===== src/hdl/kads_pkg.sv =====
package kads_pkg;

    localparam int MODE_W     = 3;
    localparam int SECS_W     = 16;
    localparam int MAXS_W     = 8;
    localparam int IVL_W      = 20;
    localparam int GRACE_W    = 8;
    localparam int LEVEL_W    = 5;
    localparam int MSPS_W     = 10;
    localparam int EXT_W      = MAXS_W + MSPS_W;
    localparam int CFG_IDX_W  = 2;
    localparam int CFG_DATA_W = IVL_W;

    typedef logic [MODE_W-1:0]    t_mode;
    typedef logic [CFG_IDX_W-1:0] t_cfg_idx;

    localparam t_mode MODE_INIT      = 3'd0;
    localparam t_mode MODE_TICK      = 3'd1;
    localparam t_mode MODE_KEEPALIVE = 3'd2;
    localparam t_mode MODE_START     = 3'd3;
    localparam t_mode MODE_STOP      = 3'd4;

    localparam t_cfg_idx CFG_MAX_KEEPALIVE = 2'd0;
    localparam t_cfg_idx CFG_BEAT_INTERVAL = 2'd1;
    localparam t_cfg_idx CFG_GRACE_BEATS   = 2'd2;

    localparam logic [MAXS_W-1:0]  RST_MAX_KEEPALIVE = 8'd45;
    localparam logic [IVL_W-1:0]   RST_BEAT_INTERVAL = 20'd10000;
    localparam logic [GRACE_W-1:0] RST_GRACE_BEATS   = 8'd3;

    localparam logic [MSPS_W-1:0]  MS_PER_SECOND = 10'd1000;
    localparam logic [LEVEL_W-1:0] LEVEL_BRIGHT  = 5'd30;
    localparam logic [LEVEL_W-1:0] LEVEL_DIM     = 5'd15;
    localparam logic [LEVEL_W-1:0] LEVEL_OFF     = 5'd0;

    typedef struct packed {
        logic  valid;
        t_mode mode;
        logic  secs_nz;
    } t_prep_ctl;

endpackage


===== src/hdl/kads_if.sv =====
interface kads_item_if #(parameter int TIME_BITS = 48) ();
    logic                         valid;
    logic                         ready;
    logic [kads_pkg::MODE_W-1:0]  mode;
    logic [TIME_BITS-1:0]         now_ms;
    logic [kads_pkg::SECS_W-1:0]  seconds;

    modport source (output valid, output mode, output now_ms, output seconds, input ready);
    modport sink   (input valid, input mode, input now_ms, input seconds, output ready);
endinterface

interface kads_result_if ();
    logic                          valid;
    logic                          ready;
    logic                          kick;
    logic                          expire;
    logic                          led_set;
    logic [kads_pkg::LEVEL_W-1:0]  led_level;

    modport source (output valid, output kick, output expire, output led_set,
                    output led_level, input ready);
    modport sink   (input valid, input kick, input expire, input led_set,
                    input led_level, output ready);
endinterface

interface kads_cfg_if ();
    logic                             valid;
    logic                             ready;
    logic [kads_pkg::CFG_IDX_W-1:0]   index;
    logic [kads_pkg::CFG_DATA_W-1:0]  data;

    modport source (output valid, output index, output data, input ready);
    modport sink   (input valid, input index, input data, output ready);
endinterface


===== src/hdl/kads_prep.sv =====
module kads_prep #(
    parameter int TIME_BITS = 48
) (
    input  logic                          i_clk,
    input  logic                          i_rst_n,
    kads_item_if.sink                     i_item,
    input  logic                          i_advance,
    input  logic [kads_pkg::MAXS_W-1:0]   i_max_secs,
    output kads_pkg::t_prep_ctl           o_ctl,
    output logic [TIME_BITS-1:0]          o_now,
    output logic [TIME_BITS-1:0]          o_target
);

    kads_pkg::t_prep_ctl           r_ctl;
    logic [TIME_BITS-1:0]          r_now;
    logic [TIME_BITS-1:0]          r_target;

    logic [kads_pkg::MAXS_W-1:0]   capped;
    logic [kads_pkg::EXT_W-1:0]    ext;
    logic [TIME_BITS:0]            sum;
    logic [TIME_BITS-1:0]          n_target;
    logic                          take;

    assign i_item.ready = !r_ctl.valid || i_advance;
    assign take         = i_item.valid && i_item.ready;

    // cap the request, scale to ms, saturate the new deadline at the top of the time range
    always_comb begin
        if (i_item.seconds > kads_pkg::SECS_W'(i_max_secs)) begin
            capped = i_max_secs;
        end else begin
            capped = i_item.seconds[kads_pkg::MAXS_W-1:0];
        end
        ext = kads_pkg::EXT_W'(capped) * kads_pkg::EXT_W'(kads_pkg::MS_PER_SECOND);
        sum = {1'b0, i_item.now_ms} + (TIME_BITS+1)'(ext);
        if (sum[TIME_BITS]) begin
            n_target = '1;
        end else begin
            n_target = sum[TIME_BITS-1:0];
        end
    end

    always_ff @(posedge i_clk) begin
        if (!i_rst_n) begin
            r_ctl <= '0;
        end else if (take) begin
            r_ctl.valid   <= 1'b1;
            r_ctl.mode    <= i_item.mode;
            r_ctl.secs_nz <= (i_item.seconds != '0);
        end else if (i_advance) begin
            r_ctl.valid <= 1'b0;
        end
    end

    always_ff @(posedge i_clk) begin
        if (take) begin
            r_now    <= i_item.now_ms;
            r_target <= n_target;
        end
    end

    assign o_ctl    = r_ctl;
    assign o_now    = r_now;
    assign o_target = r_target;

endmodule


===== src/hdl/keepalive_deadline_supervisor_unit.sv =====
// Keep-alive deadline supervisor.
// i_item carries one event (init, tick, keepalive, start, stop) with the current
// millisecond time and a requested keep-alive in seconds. o_result returns exactly
// one result per event: kick, expire, led_set and led_level for the watchdog side.
// i_cfg writes max_keepalive_seconds (index 0), beat_interval_ms (index 1) and
// grace_beats (index 2); it is always ready. The user must write it only while
// idle; the block itself does not enforce this. An i_item transfer goes to the
// input register, where the capped extension and saturated target are formed,
// then to the supervisor stage, which updates the state and loads the result
// register. Throughput is one event per cycle while o_result is not stalled.
// When o_result stalls the result register holds, the input register keeps the
// next event, and i_item.ready drops only once both are full.
// Reset clears the supervisor state (disabled, no grace beats, deadline zero,
// LED phase zero), empties both registers and restores the configuration defaults.
module keepalive_deadline_supervisor_unit #(
    parameter int TIME_BITS = 48
) (
    input  logic         i_clk,
    input  logic         i_rst_n,
    kads_item_if.sink    i_item,
    kads_result_if.source o_result,
    kads_cfg_if.sink     i_cfg
);

    logic [kads_pkg::MAXS_W-1:0]   r_max_secs;
    logic [kads_pkg::IVL_W-1:0]    r_interval;
    logic [kads_pkg::GRACE_W-1:0]  r_grace_beats;

    logic                          r_enabled,  n_enabled;
    logic [kads_pkg::GRACE_W-1:0]  r_grace,    n_grace;
    logic [TIME_BITS-1:0]          r_deadline, n_deadline;
    logic                          r_phase,    n_phase;

    logic                          r_out_valid;
    logic                          r_kick,     n_kick;
    logic                          r_expire,   n_expire;
    logic                          r_led_set,  n_led_set;
    logic [kads_pkg::LEVEL_W-1:0]  r_led_level, n_led_level;

    kads_pkg::t_prep_ctl           ctl;
    logic [TIME_BITS-1:0]          now;
    logic [TIME_BITS-1:0]          target;
    logic [TIME_BITS-1:0]          ahead;
    logic                          early;
    logic                          advance;
    logic                          fire;

    assign advance = !r_out_valid || o_result.ready;
    assign fire    = advance && ctl.valid;

    kads_prep #(
        .TIME_BITS (TIME_BITS)
    ) u_prep (
        .i_clk      (i_clk),
        .i_rst_n    (i_rst_n),
        .i_item     (i_item),
        .i_advance  (advance),
        .i_max_secs (r_max_secs),
        .o_ctl      (ctl),
        .o_now      (now),
        .o_target   (target)
    );

    // configuration
    assign i_cfg.ready = 1'b1;

    always_ff @(posedge i_clk) begin
        if (!i_rst_n) begin
            r_max_secs    <= kads_pkg::RST_MAX_KEEPALIVE;
            r_interval    <= kads_pkg::RST_BEAT_INTERVAL;
            r_grace_beats <= kads_pkg::RST_GRACE_BEATS;
        end else if (i_cfg.valid) begin
            case (i_cfg.index)
                kads_pkg::CFG_MAX_KEEPALIVE: r_max_secs    <= i_cfg.data[kads_pkg::MAXS_W-1:0];
                kads_pkg::CFG_BEAT_INTERVAL: r_interval    <= i_cfg.data;
                kads_pkg::CFG_GRACE_BEATS:   r_grace_beats <= i_cfg.data[kads_pkg::GRACE_W-1:0];
                default: ;
            endcase
        end
    end

    // distance to the deadline wraps when already passed, so no early kick then
    assign ahead = r_deadline - now;
    assign early = ahead < TIME_BITS'(r_interval);

    always_comb begin
        n_enabled   = r_enabled;
        n_grace     = r_grace;
        n_deadline  = r_deadline;
        n_phase     = r_phase;
        n_kick      = 1'b0;
        n_expire    = 1'b0;
        n_led_set   = 1'b0;
        n_led_level = kads_pkg::LEVEL_OFF;
        case (ctl.mode)
            kads_pkg::MODE_INIT: begin
                n_grace   = r_grace_beats;
                n_enabled = 1'b1;
            end
            kads_pkg::MODE_TICK: begin
                n_phase = ~r_phase;
                if (r_enabled) begin
                    if (r_grace != '0) begin
                        n_grace = r_grace - 1'b1;
                        n_kick  = 1'b1;
                    end else if (now > r_deadline) begin
                        n_expire = 1'b1;
                    end else begin
                        n_kick      = 1'b1;
                        n_led_set   = 1'b1;
                        n_led_level = n_phase ? kads_pkg::LEVEL_DIM : kads_pkg::LEVEL_BRIGHT;
                    end
                end
            end
            kads_pkg::MODE_KEEPALIVE, kads_pkg::MODE_START: begin
                if (ctl.secs_nz) begin
                    if (ctl.mode == kads_pkg::MODE_START) begin
                        n_enabled = 1'b1;
                    end
                    n_kick = early;
                    // push the deadline forward, never back
                    if (target > r_deadline) begin
                        n_deadline = target;
                    end
                end
            end
            kads_pkg::MODE_STOP: begin
                n_enabled = 1'b0;
            end
            default: ;
        endcase
    end

    always_ff @(posedge i_clk) begin
        if (!i_rst_n) begin
            r_enabled   <= 1'b0;
            r_grace     <= '0;
            r_deadline  <= '0;
            r_phase     <= 1'b0;
            r_out_valid <= 1'b0;
        end else begin
            if (fire) begin
                r_enabled   <= n_enabled;
                r_grace     <= n_grace;
                r_deadline  <= n_deadline;
                r_phase     <= n_phase;
                r_out_valid <= 1'b1;
            end else if (o_result.ready) begin
                r_out_valid <= 1'b0;
            end
        end
    end

    always_ff @(posedge i_clk) begin
        if (fire) begin
            r_kick      <= n_kick;
            r_expire    <= n_expire;
            r_led_set   <= n_led_set;
            r_led_level <= n_led_level;
        end
    end

    assign o_result.valid     = r_out_valid;
    assign o_result.kick      = r_kick;
    assign o_result.expire    = r_expire;
    assign o_result.led_set   = r_led_set;
    assign o_result.led_level = r_led_level;

endmodule


===== src/flat_wrapper.sv =====
// flat-port wrapper written by rule: the top's interface ports become plain ports
module keepalive_deadline_supervisor_unit_flat 
#(
    parameter int TIME_BITS = 48
)
  (i_clk, i_rst_n, i_item_valid, i_item_mode, i_item_now_ms, i_item_seconds, i_item_ready, o_result_valid, o_result_kick, o_result_expire, o_result_led_set, o_result_led_level, o_result_ready, i_cfg_valid, i_cfg_index, i_cfg_data, i_cfg_ready);
  kads_item_if #(.TIME_BITS(TIME_BITS)) i_item_i ();
  kads_result_if o_result_i ();
  kads_cfg_if i_cfg_i ();
  input  logic i_clk;
  input  logic i_rst_n;
  input wire logic [$bits(i_item_i.valid)-1:0] i_item_valid;
  input wire logic [$bits(i_item_i.mode)-1:0] i_item_mode;
  input wire logic [$bits(i_item_i.now_ms)-1:0] i_item_now_ms;
  input wire logic [$bits(i_item_i.seconds)-1:0] i_item_seconds;
  output wire logic [$bits(i_item_i.ready)-1:0] i_item_ready;
  output wire logic [$bits(o_result_i.valid)-1:0] o_result_valid;
  output wire logic [$bits(o_result_i.kick)-1:0] o_result_kick;
  output wire logic [$bits(o_result_i.expire)-1:0] o_result_expire;
  output wire logic [$bits(o_result_i.led_set)-1:0] o_result_led_set;
  output wire logic [$bits(o_result_i.led_level)-1:0] o_result_led_level;
  input wire logic [$bits(o_result_i.ready)-1:0] o_result_ready;
  input wire logic [$bits(i_cfg_i.valid)-1:0] i_cfg_valid;
  input wire logic [$bits(i_cfg_i.index)-1:0] i_cfg_index;
  input wire logic [$bits(i_cfg_i.data)-1:0] i_cfg_data;
  output wire logic [$bits(i_cfg_i.ready)-1:0] i_cfg_ready;
  assign i_item_i.valid = i_item_valid;
  assign i_item_i.mode = i_item_mode;
  assign i_item_i.now_ms = i_item_now_ms;
  assign i_item_i.seconds = i_item_seconds;
  assign i_item_ready = i_item_i.ready;
  assign o_result_valid = o_result_i.valid;
  assign o_result_kick = o_result_i.kick;
  assign o_result_expire = o_result_i.expire;
  assign o_result_led_set = o_result_i.led_set;
  assign o_result_led_level = o_result_i.led_level;
  assign o_result_i.ready = o_result_ready;
  assign i_cfg_i.valid = i_cfg_valid;
  assign i_cfg_i.index = i_cfg_index;
  assign i_cfg_i.data = i_cfg_data;
  assign i_cfg_ready = i_cfg_i.ready;
  keepalive_deadline_supervisor_unit #(.TIME_BITS(TIME_BITS)) u_core (.i_clk(i_clk), .i_rst_n(i_rst_n), .i_item(i_item_i), .o_result(o_result_i), .i_cfg(i_cfg_i));
endmodule

===== config.mk =====
export PLATFORM = sky130hd
export DESIGN_NAME = keepalive_deadline_supervisor_unit_flat
export DESIGN_NICKNAME = d
export VERILOG_FILES = /design/src/hdl/kads_pkg.sv /design/src/hdl/kads_if.sv /design/src/hdl/kads_prep.sv /design/src/hdl/keepalive_deadline_supervisor_unit.sv /design/src/flat_wrapper.sv
export SDC_FILE = /design/constraint.sdc
export NUM_CORES = 1
export LEC_CHECK = 0
export BUFFER_PORTS_ARGS = -buffer_cell sky130_fd_sc_hd__buf_2
export CAP_MARGIN = 20
export CORE_MARGIN = 5
export CORE_UTILIZATION = 63
export DETAILED_ROUTE_END_ITERATION = 10
export GPL_ROUTABILITY_DRIVEN = 0
export GPL_TIMING_DRIVEN = 1
export PLACE_DENSITY = 0.83
export SYNTH_ARGS = -nofsm -noshare
export SYNTH_HDL_FRONTEND = slang
export SYNTH_HIERARCHICAL = 1
export SYNTH_SLANG_ARGS = --single-unit

===== constraint.sdc =====
create_clock -name i_clk -period 17.7 [get_ports i_clk]
set_input_delay 2.655 -clock i_clk [delete_from_list [all_inputs] [get_ports i_clk]]
set_output_delay 2.655 -clock i_clk [all_outputs]
set_load 0.005 [all_outputs]

## Word-level counts from Yosys, hierarchy flattened

Cells that the tools add are included.

- Logic and storage cells: 80
- Output and inout bits: 11
- Bits in registers: 204

- Equal/unequal tests: 10
- Multipliers: 1
- Add/subtract/negate cells: 3
- Reductions and logical operators: 24
- Bitwise gates (word level): 3
- Muxes and demuxes: 18
- Order comparisons: 4

Operators by type and width:

| kind | count |
|---|---|
| $gt A48 B48 Y1 | 2 |
| $add A48 B18 Y49 | 1 |
| $lt A48 B20 Y1 | 1 |
| $sub A48 B48 Y48 | 1 |
| $mux W8 | 3 |
| $gt A16 B8 Y1 | 1 |
| $pmux W8 S2 | 1 |
| $reduce_bool A16 Y1 | 1 |
| $mul A8 B7 Y15 const B | 1 |
| $reduce_and A4 Y1 | 3 |
| $mux W1 | 11 |
| $reduce_and A2 Y1 | 4 |
| $reduce_bool A8 Y1 | 1 |
| $sub A8 B1 Y8 const B | 1 |
| $eq A3 B2 Y1 const B | 2 |
| $ne A2 B1 Y1 const B | 3 |
| $reduce_bool A2 Y1 | 3 |
| $mux W5 | 1 |
| $reduce_or A4 Y1 | 1 |
| $eq A3 B1 Y1 const B | 1 |
| $eq A3 B3 Y1 const B | 1 |
| $logic_not A3 Y1 | 1 |
| $not A1 Y1 | 3 |
| $pmux W1 S3 | 1 |
| 11 further kinds | 14 |

## Logic depth before layout (Yosys ltp)

- Depth in word-level cells: 5
- Mapped depth: 33
- Mapped depth without buffers: 30

## Hierarchy

The synthesis kept the hierarchy.

By module, submodules not included:

| module | cells each | area an instance (µm²) | sequential area each (µm²) | instances |
|---|---|---|---|---|
| keepalive_deadline_supervisor_unit | 1200 | 8804.7 | 2082.0 | 1 |
| kads_prep | 561 | 6470.0 | 2982.9 | 1 |

## Worst setup path before layout

OpenSTA, ideal clock, no wires.

- Kind: input port to flip-flop
- Start: input i_item_seconds[1]
- End: register u_core.u_prep.r_target[47] (netlist: u_core/u_prep/o_target[47]) (data pin)
- Stages: 29
- Required time: 17.438 ns
- Data arrival time: 9.288 ns
- Path buffers: 1
- Setup slack: 8.150 ns
- Cell sequence: ha_1 nor2b_1 o21a_1 o21a_1 o21ai_0 nand2_1 a21oi_1 buf_2 mux2i_1 fa_1 xnor2_1 ha_1 fa_1 fa_1 ha_1 o21ai_0 nor2_1 nor4_1 a21oi_1 a211oi_1 xnor2_1 ha_1 nand3_1 o211ai_1 a221oi_1 o31ai_2 nor4b_4 nand4_1 mux2_1

- Longest elaborated chain between the ends: 4

Ends and longest elaborated chain:

| element | RTL line | RTL |
|---|---|---|
| start, declared | flat_wrapper.sv:15 | `input wire logic [$bits(i_item_i.seconds)-1:0] i_item_seconds;` |
| $gt A16 B8 Y1 | kads_prep.sv:29 | `if (i_item.seconds > kads_pkg::SECS_W'(i_max_secs)) begin` |
| $mux W8 * | kads_prep.sv:29 |  |
| $mul A8 B7 Y15 * | kads_prep.sv:34 | `ext = kads_pkg::EXT_W'(capped) * kads_pkg::EXT_W'(kads_pkg::MS_PER_SECOND);` |
| $add A48 B18 Y49 * | kads_prep.sv:35 | `sum = {1'b0, i_item.now_ms} + (TIME_BITS+1)'(ext);` |
| end signal, assigned | kads_prep.sv:58 | `r_target <= n_target;` |
| end, declared | kads_prep.sv:16 | `logic [TIME_BITS-1:0] r_target;` |

Mark *: on every way between the ends. The rest lies on a longest branch, timed or not.
A chain may end at the register's enable or synchronous reset.

## Worst setup path after layout

Ends and elaborated chain as after synthesis.

==> flow_results.org <==
** Run status
- Result of the run :: finished, final reports clean

** Synthesis
- Synthesis handed over a netlist of 1761 instances.
- Top_reg_cell synth :: sky130_fd_sc_hd__edfxtp_1
- Post-synth net total :: 2057
- Area of the mapped netlist :: 15270 um^2
- After synthesis, the netlist uses 77 different library cells.
- In the synthesized netlist the async set-or-reset flop fraction comes to 0%.
- After synthesis, the mean cell area works out to 8.674 um^2.
- The synthesized design contains 102 enable-type register cells.
- Yosys reg bits :: 202
- Part of the Yosys area used for sequential elements :: 33.16%
- Yosys printed 6 warnings.

** Hold path
- Min-Delay Path Class :: flop to flop
- Endpoint with the worst hold slack :: u_core/r_interval[2]
- The worst hold path begins at u_core/r_interval[2].
- Worst Hold Path Cells :: 2

** STA
- For the pin with the worst max-slew slack, the measured transition is 973.1 ps.
- Ratio of final minimum period to clock period :: 54.90%
- Measured against its own limit, the worst slew margin works out to 35.12%.
- The routed design could run at a clock period as short as 9718 ps.
- Setup repair after global routing left no endpoint under its margin.
- The clock arrives with 20.97 ps of skew.
- # setup viols final :: 0
- Aggregate negative setup slack :: 0 ps
- Final count of pins violating max slew :: 0
- The final hold violation count was 0.
- Highest clock frequency the design can meet :: 0.1029 GHz

** Floorplanning
- Width of the die :: 165.7 um
- Height of the chip :: 165.7 um
- Number of rows in the core area :: 57
- The core region is 24110 um^2.
- Starting density of the core :: 63.37%
- For this design the top-level I/O count stands at 105.
- Die area :: 27460 um^2

** Setup path
- Path depth of the worst reg2reg path :: 30
- The setup check on the worst reg-to-reg path leaves a slack of 9740 ps.
- Data arrival time of the worst path :: 9970 ps
- Of all nets on the critical path, the largest fanout is 16.
- STA classifies the critical path startpoint as a primary input.
- The critical path is of the primary input to flop type.
- In this run the critical register-to-register path is captured at u_core/u_prep/o_target[47].
- For this run, the slowest stage of the critical path takes 550 ps.
- For the worst setup path, the data required time is 17960 ps.
- Most Frequent Cell on Critical Path :: sky130_fd_sc_hd__fa_1
- STA classifies the critical path endpoint as a flop.
- Source of the worst register-to-register timing path :: u_core/r_max_secs[1]
- Crit-path slowest cell :: sky130_fd_sc_hd__fa_1

** Final layout
- Core Util, Final :: 68.58%
- Final net count :: 2119
- FF/Latch Area :: 5065 um^2
- Multi-input logic area :: 9195 um^2
- Fraction of layout cells with a size suffix above 1 :: 9.532%
- N_diodes :: 0
- Area Growth Syn to Fin :: 8.232%
- Final non-filler cell area :: 16530 um^2
- Number of standard cells in the layout, taps in and fillers out :: 2160
- # fillers :: 1928

** Route
- Summed over all nets, wire length on met2 after detailed routing comes to 16.70 mm.
- Routed length per placed instance :: 16.99 um
- Wire segments on met3 add up to 3.359 mm in the final route.
- DR vias :: 13010
- Routed wire length :: 36.70 mm
- The detailed router put a total of 15.80 mm of wire on met1.
- Top layer reached by signal wires :: met4
- The first routing iteration left 1156 violations.
- The first detailed-routing pass ran for 6 iterations.
- DRC viols :: 0
- Antenna-violating nets left :: 0
- After detailed routing, the number of vias per cell comes to 6.021.

** Power and ir drop
- Worst-case vdd ir drop :: 122.8 uV
- Leakage Power :: 7.068 nW
- Power per cell area :: 92.84 nW/um^2

** Place
- Detailed placement ended at an HPWL of 28.67 mm.
- Total placed instance area :: 15910 um^2
- Port buffering added 103 buffers.
- Cell count after placement :: 2124

** CTS
- Number of clock sinks :: 202
- In this run the number of H-tree levels came out at 1.
- Worst-case clock buffer depth :: 3
- Buffers added to address setup during post-CTS repair amount to 0.
- Clock slew seen by the registers of the worst setup and hold paths :: 60 ps
- The clock reaches the later pin of the worst-skew pair after 510 ps.
- After clock tree synthesis, the repair step resized 0 gates.
- Number of buffers created by CTS :: 21
- For this design, the CTS-stage hold fixing added 0 buffers.
- In this run the clock root is driven by a sky130_fd_sc_hd__clkbuf_16.
- TritonCTS clock tree :: built

** GRT
- Entering global routing, the biggest net connects 106 pins.
- After global routing the overflow that remains totals 0.
- Initial antenna violation count :: 0
- Global routing used 25.95% of the available tracks across all layers.
- The number of global-route vias before repair was 12430.
- Global-route wire length before repair :: 60.82 mm

** Flow run
- The tool flagged a number of max-cap violations equal to 0.
[stage by stage]
stage	worst slack [ps]	total power [mW]	hold slack, ps
6_report	7982	1.535	469.0
5_1_grt	7423	1.640	506.9
4_1_cts	8017	1.536	470.5
3_5_place_dp	7490	1.126	462.4
3_3_place_gp	7615	1.106	454.8
2_1_floorplan	8150	1.001	440.8
[flip-flops by register name, summed over array words and instances (netlist names)]
register and count:
u_core/o_result.expire 1, u_core/u_prep/o_target 48, u_core/o_result.kick 1, u_core/r_grace 8, u_core/r_enabled 1, u_core/o_result.led_level 3, u_core/u_prep/o_ctl 5, u_core/r_phase 1
u_core/r_interval 20, u_core/r_max_secs 8, u_core/u_prep/o_now 48, u_core/r_grace_beats 8, u_core/o_result.valid 1, u_core/r_deadline 48, u_core/o_result.led_set 1
[synth_stat cells (5+ instances only)]
| cell type | instances | share of area [%] |
|---|---|---|
| sky130_fd_sc_hd__mux2_2 | 13 | 0.96 |
| sky130_fd_sc_hd__inv_1 | 178 | 4.4 |
| sky130_fd_sc_hd__ha_1 | 179 | 15 |
| sky130_fd_sc_hd__buf_6 | 6 | 0.44 |
| sky130_fd_sc_hd__clkbuf_1 | 44 | 1.1 |
| sky130_fd_sc_hd__nor2b_1 | 30 | 1.2 |
| sky130_fd_sc_hd__o21bai_1 | 10 | 0.49 |
| sky130_fd_sc_hd__and2_1 | 15 | 0.61 |
| sky130_fd_sc_hd__nand3_1 | 76 | 2.5 |
| sky130_fd_sc_hd__and3_1 | 14 | 0.57 |
| sky130_fd_sc_hd__o21ai_0 | 70 | 2.3 |
| sky130_fd_sc_hd__a21o_1 | 38 | 1.9 |
| sky130_fd_sc_hd__nand4_1 | 43 | 1.8 |
| sky130_fd_sc_hd__a21oi_1 | 119 | 3.9 |
| sky130_fd_sc_hd__a31oi_1 | 11 | 0.45 |
| sky130_fd_sc_hd__mux2i_1 | 33 | 2.2 |
| sky130_fd_sc_hd__or3_1 | 7 | 0.29 |
| sky130_fd_sc_hd__o21a_1 | 12 | 0.59 |
| sky130_fd_sc_hd__o211ai_1 | 24 | 1.2 |
| sky130_fd_sc_hd__buf_2 | 11 | 0.36 |
| sky130_fd_sc_hd__a2111oi_0 | 5 | 0.29 |
| sky130_fd_sc_hd__xnor2_1 | 33 | 1.9 |
| sky130_fd_sc_hd__nor3_1 | 27 | 0.88 |
| sky130_fd_sc_hd__a221oi_1 | 5 | 0.29 |
| sky130_fd_sc_hd__nand2_1 | 227 | 5.6 |
| sky130_fd_sc_hd__edfxtp_1 | 102 | 20 |
| sky130_fd_sc_hd__o2111ai_1 | 7 | 0.40 |
| sky130_fd_sc_hd__nand2b_1 | 18 | 0.74 |
| sky130_fd_sc_hd__fa_1 | 23 | 3.0 |
| sky130_fd_sc_hd__dfxtp_1 | 100 | 13 |
| sky130_fd_sc_hd__a211oi_1 | 11 | 0.54 |
| sky130_fd_sc_hd__xor2_1 | 35 | 2.0 |
| sky130_fd_sc_hd__nor2_1 | 73 | 1.8 |
| sky130_fd_sc_hd__nor4_1 | 9 | 0.37 |
| sky130_fd_sc_hd__a21boi_0 | 25 | 1.2 |
| sky130_fd_sc_hd__o21ai_1 | 49 | 1.6 |
| sky130_fd_sc_hd__clkbuf_2 | 7 | 0.23 |
[cell type report]
type                       count  share of cell area, %
multi-input combinational   1309                  55.62
sequential                   202                  30.64
inverter                     178                  4.041
clock buffer                  28                  3.519
timing repair buffer         111                  3.497
tap                          324                  2.452
clock inverter                 8                 0.2346
[worst max path at each step]
| stage | slack, ps | end | from | cells after the start |
|---|---|---|---|---|
| 3_3_place_gp | 7620 | u_core/u_prep/o_target[47] | i_item_seconds[1] | 30 |
| 4_1_cts | 8020 | u_core/u_prep/o_target[47] | i_item_seconds[1] | 30 |
| 3_5_place_dp | 7490 | u_core/u_prep/o_target[47] | i_item_seconds[1] | 30 |
| 2_1_floorplan | 8150 | u_core/u_prep/o_target[47] | i_item_seconds[1] | 29 |
| 6_report | 7980 | u_core/u_prep/o_target[47] | i_item_seconds[1] | 30 |
| 5_1_grt | 7420 | u_core/u_prep/o_target[47] | i_item_seconds[1] | 30 |
[worst max-delay path: cells and delay by family]
kind,cells,cell delay (ps)
adder cells (fa/ha/maj),7,3060
AND/OR/NAND/NOR,5,920
buffers and inverters,5,720
XOR/XNOR,1,150
AO/OA/AOI/OAI,10,1700
multiplexers,2,760
[per-layer routing]
metal	track usage [%]	vias to the layer above
li1	-	6361
met1	36.16	6010
met2	42.29	551
met3	4.600	83
met4	6.492	0
met5	0	-
[placed cells by master, fill, tap and decap left out, types with 38 or more instances in the layout]
master,netlist,final
sky130_fd_sc_hd__o21ai_0,70,70
sky130_fd_sc_hd__a21o_1,38,38
sky130_fd_sc_hd__o21ai_1,49,49
sky130_fd_sc_hd__nand4_1,43,43
sky130_fd_sc_hd__inv_1,178,178
sky130_fd_sc_hd__nor2_1,73,73
sky130_fd_sc_hd__ha_1,179,179
sky130_fd_sc_hd__edfxtp_1,102,102
sky130_fd_sc_hd__dfxtp_1,100,100
sky130_fd_sc_hd__buf_2,11,102
sky130_fd_sc_hd__nand2_1,227,227
sky130_fd_sc_hd__a21oi_1,119,119
sky130_fd_sc_hd__nand3_1,76,76
[power breakdown]
| group | total [mW] | internal [mW] | switching (mW) |
|---|---|---|---|
| Combinational | 0.564 | 0.236 | 0.328 |
| Sequential | 0.566 | 0.546 | 0.0194 |
| Clock | 0.406 | 0.229 | 0.176 |
[cells by family after synthesis]
family | Yosys count | synth area share (%)
AOI/OAI and AO/OA | 431 | 17.87
xor gates and xnor gates | 68 | 3.899
adders and majority gates | 202 | 17.68
buffers and inverters | 250 | 6.659
DFF | 202 | 33.16
muxes | 47 | 3.195
other | 1 | 0.02455
and+or+nand+nor | 560 | 17.51
Note: power is estimated with default switching activity, not from simulation.
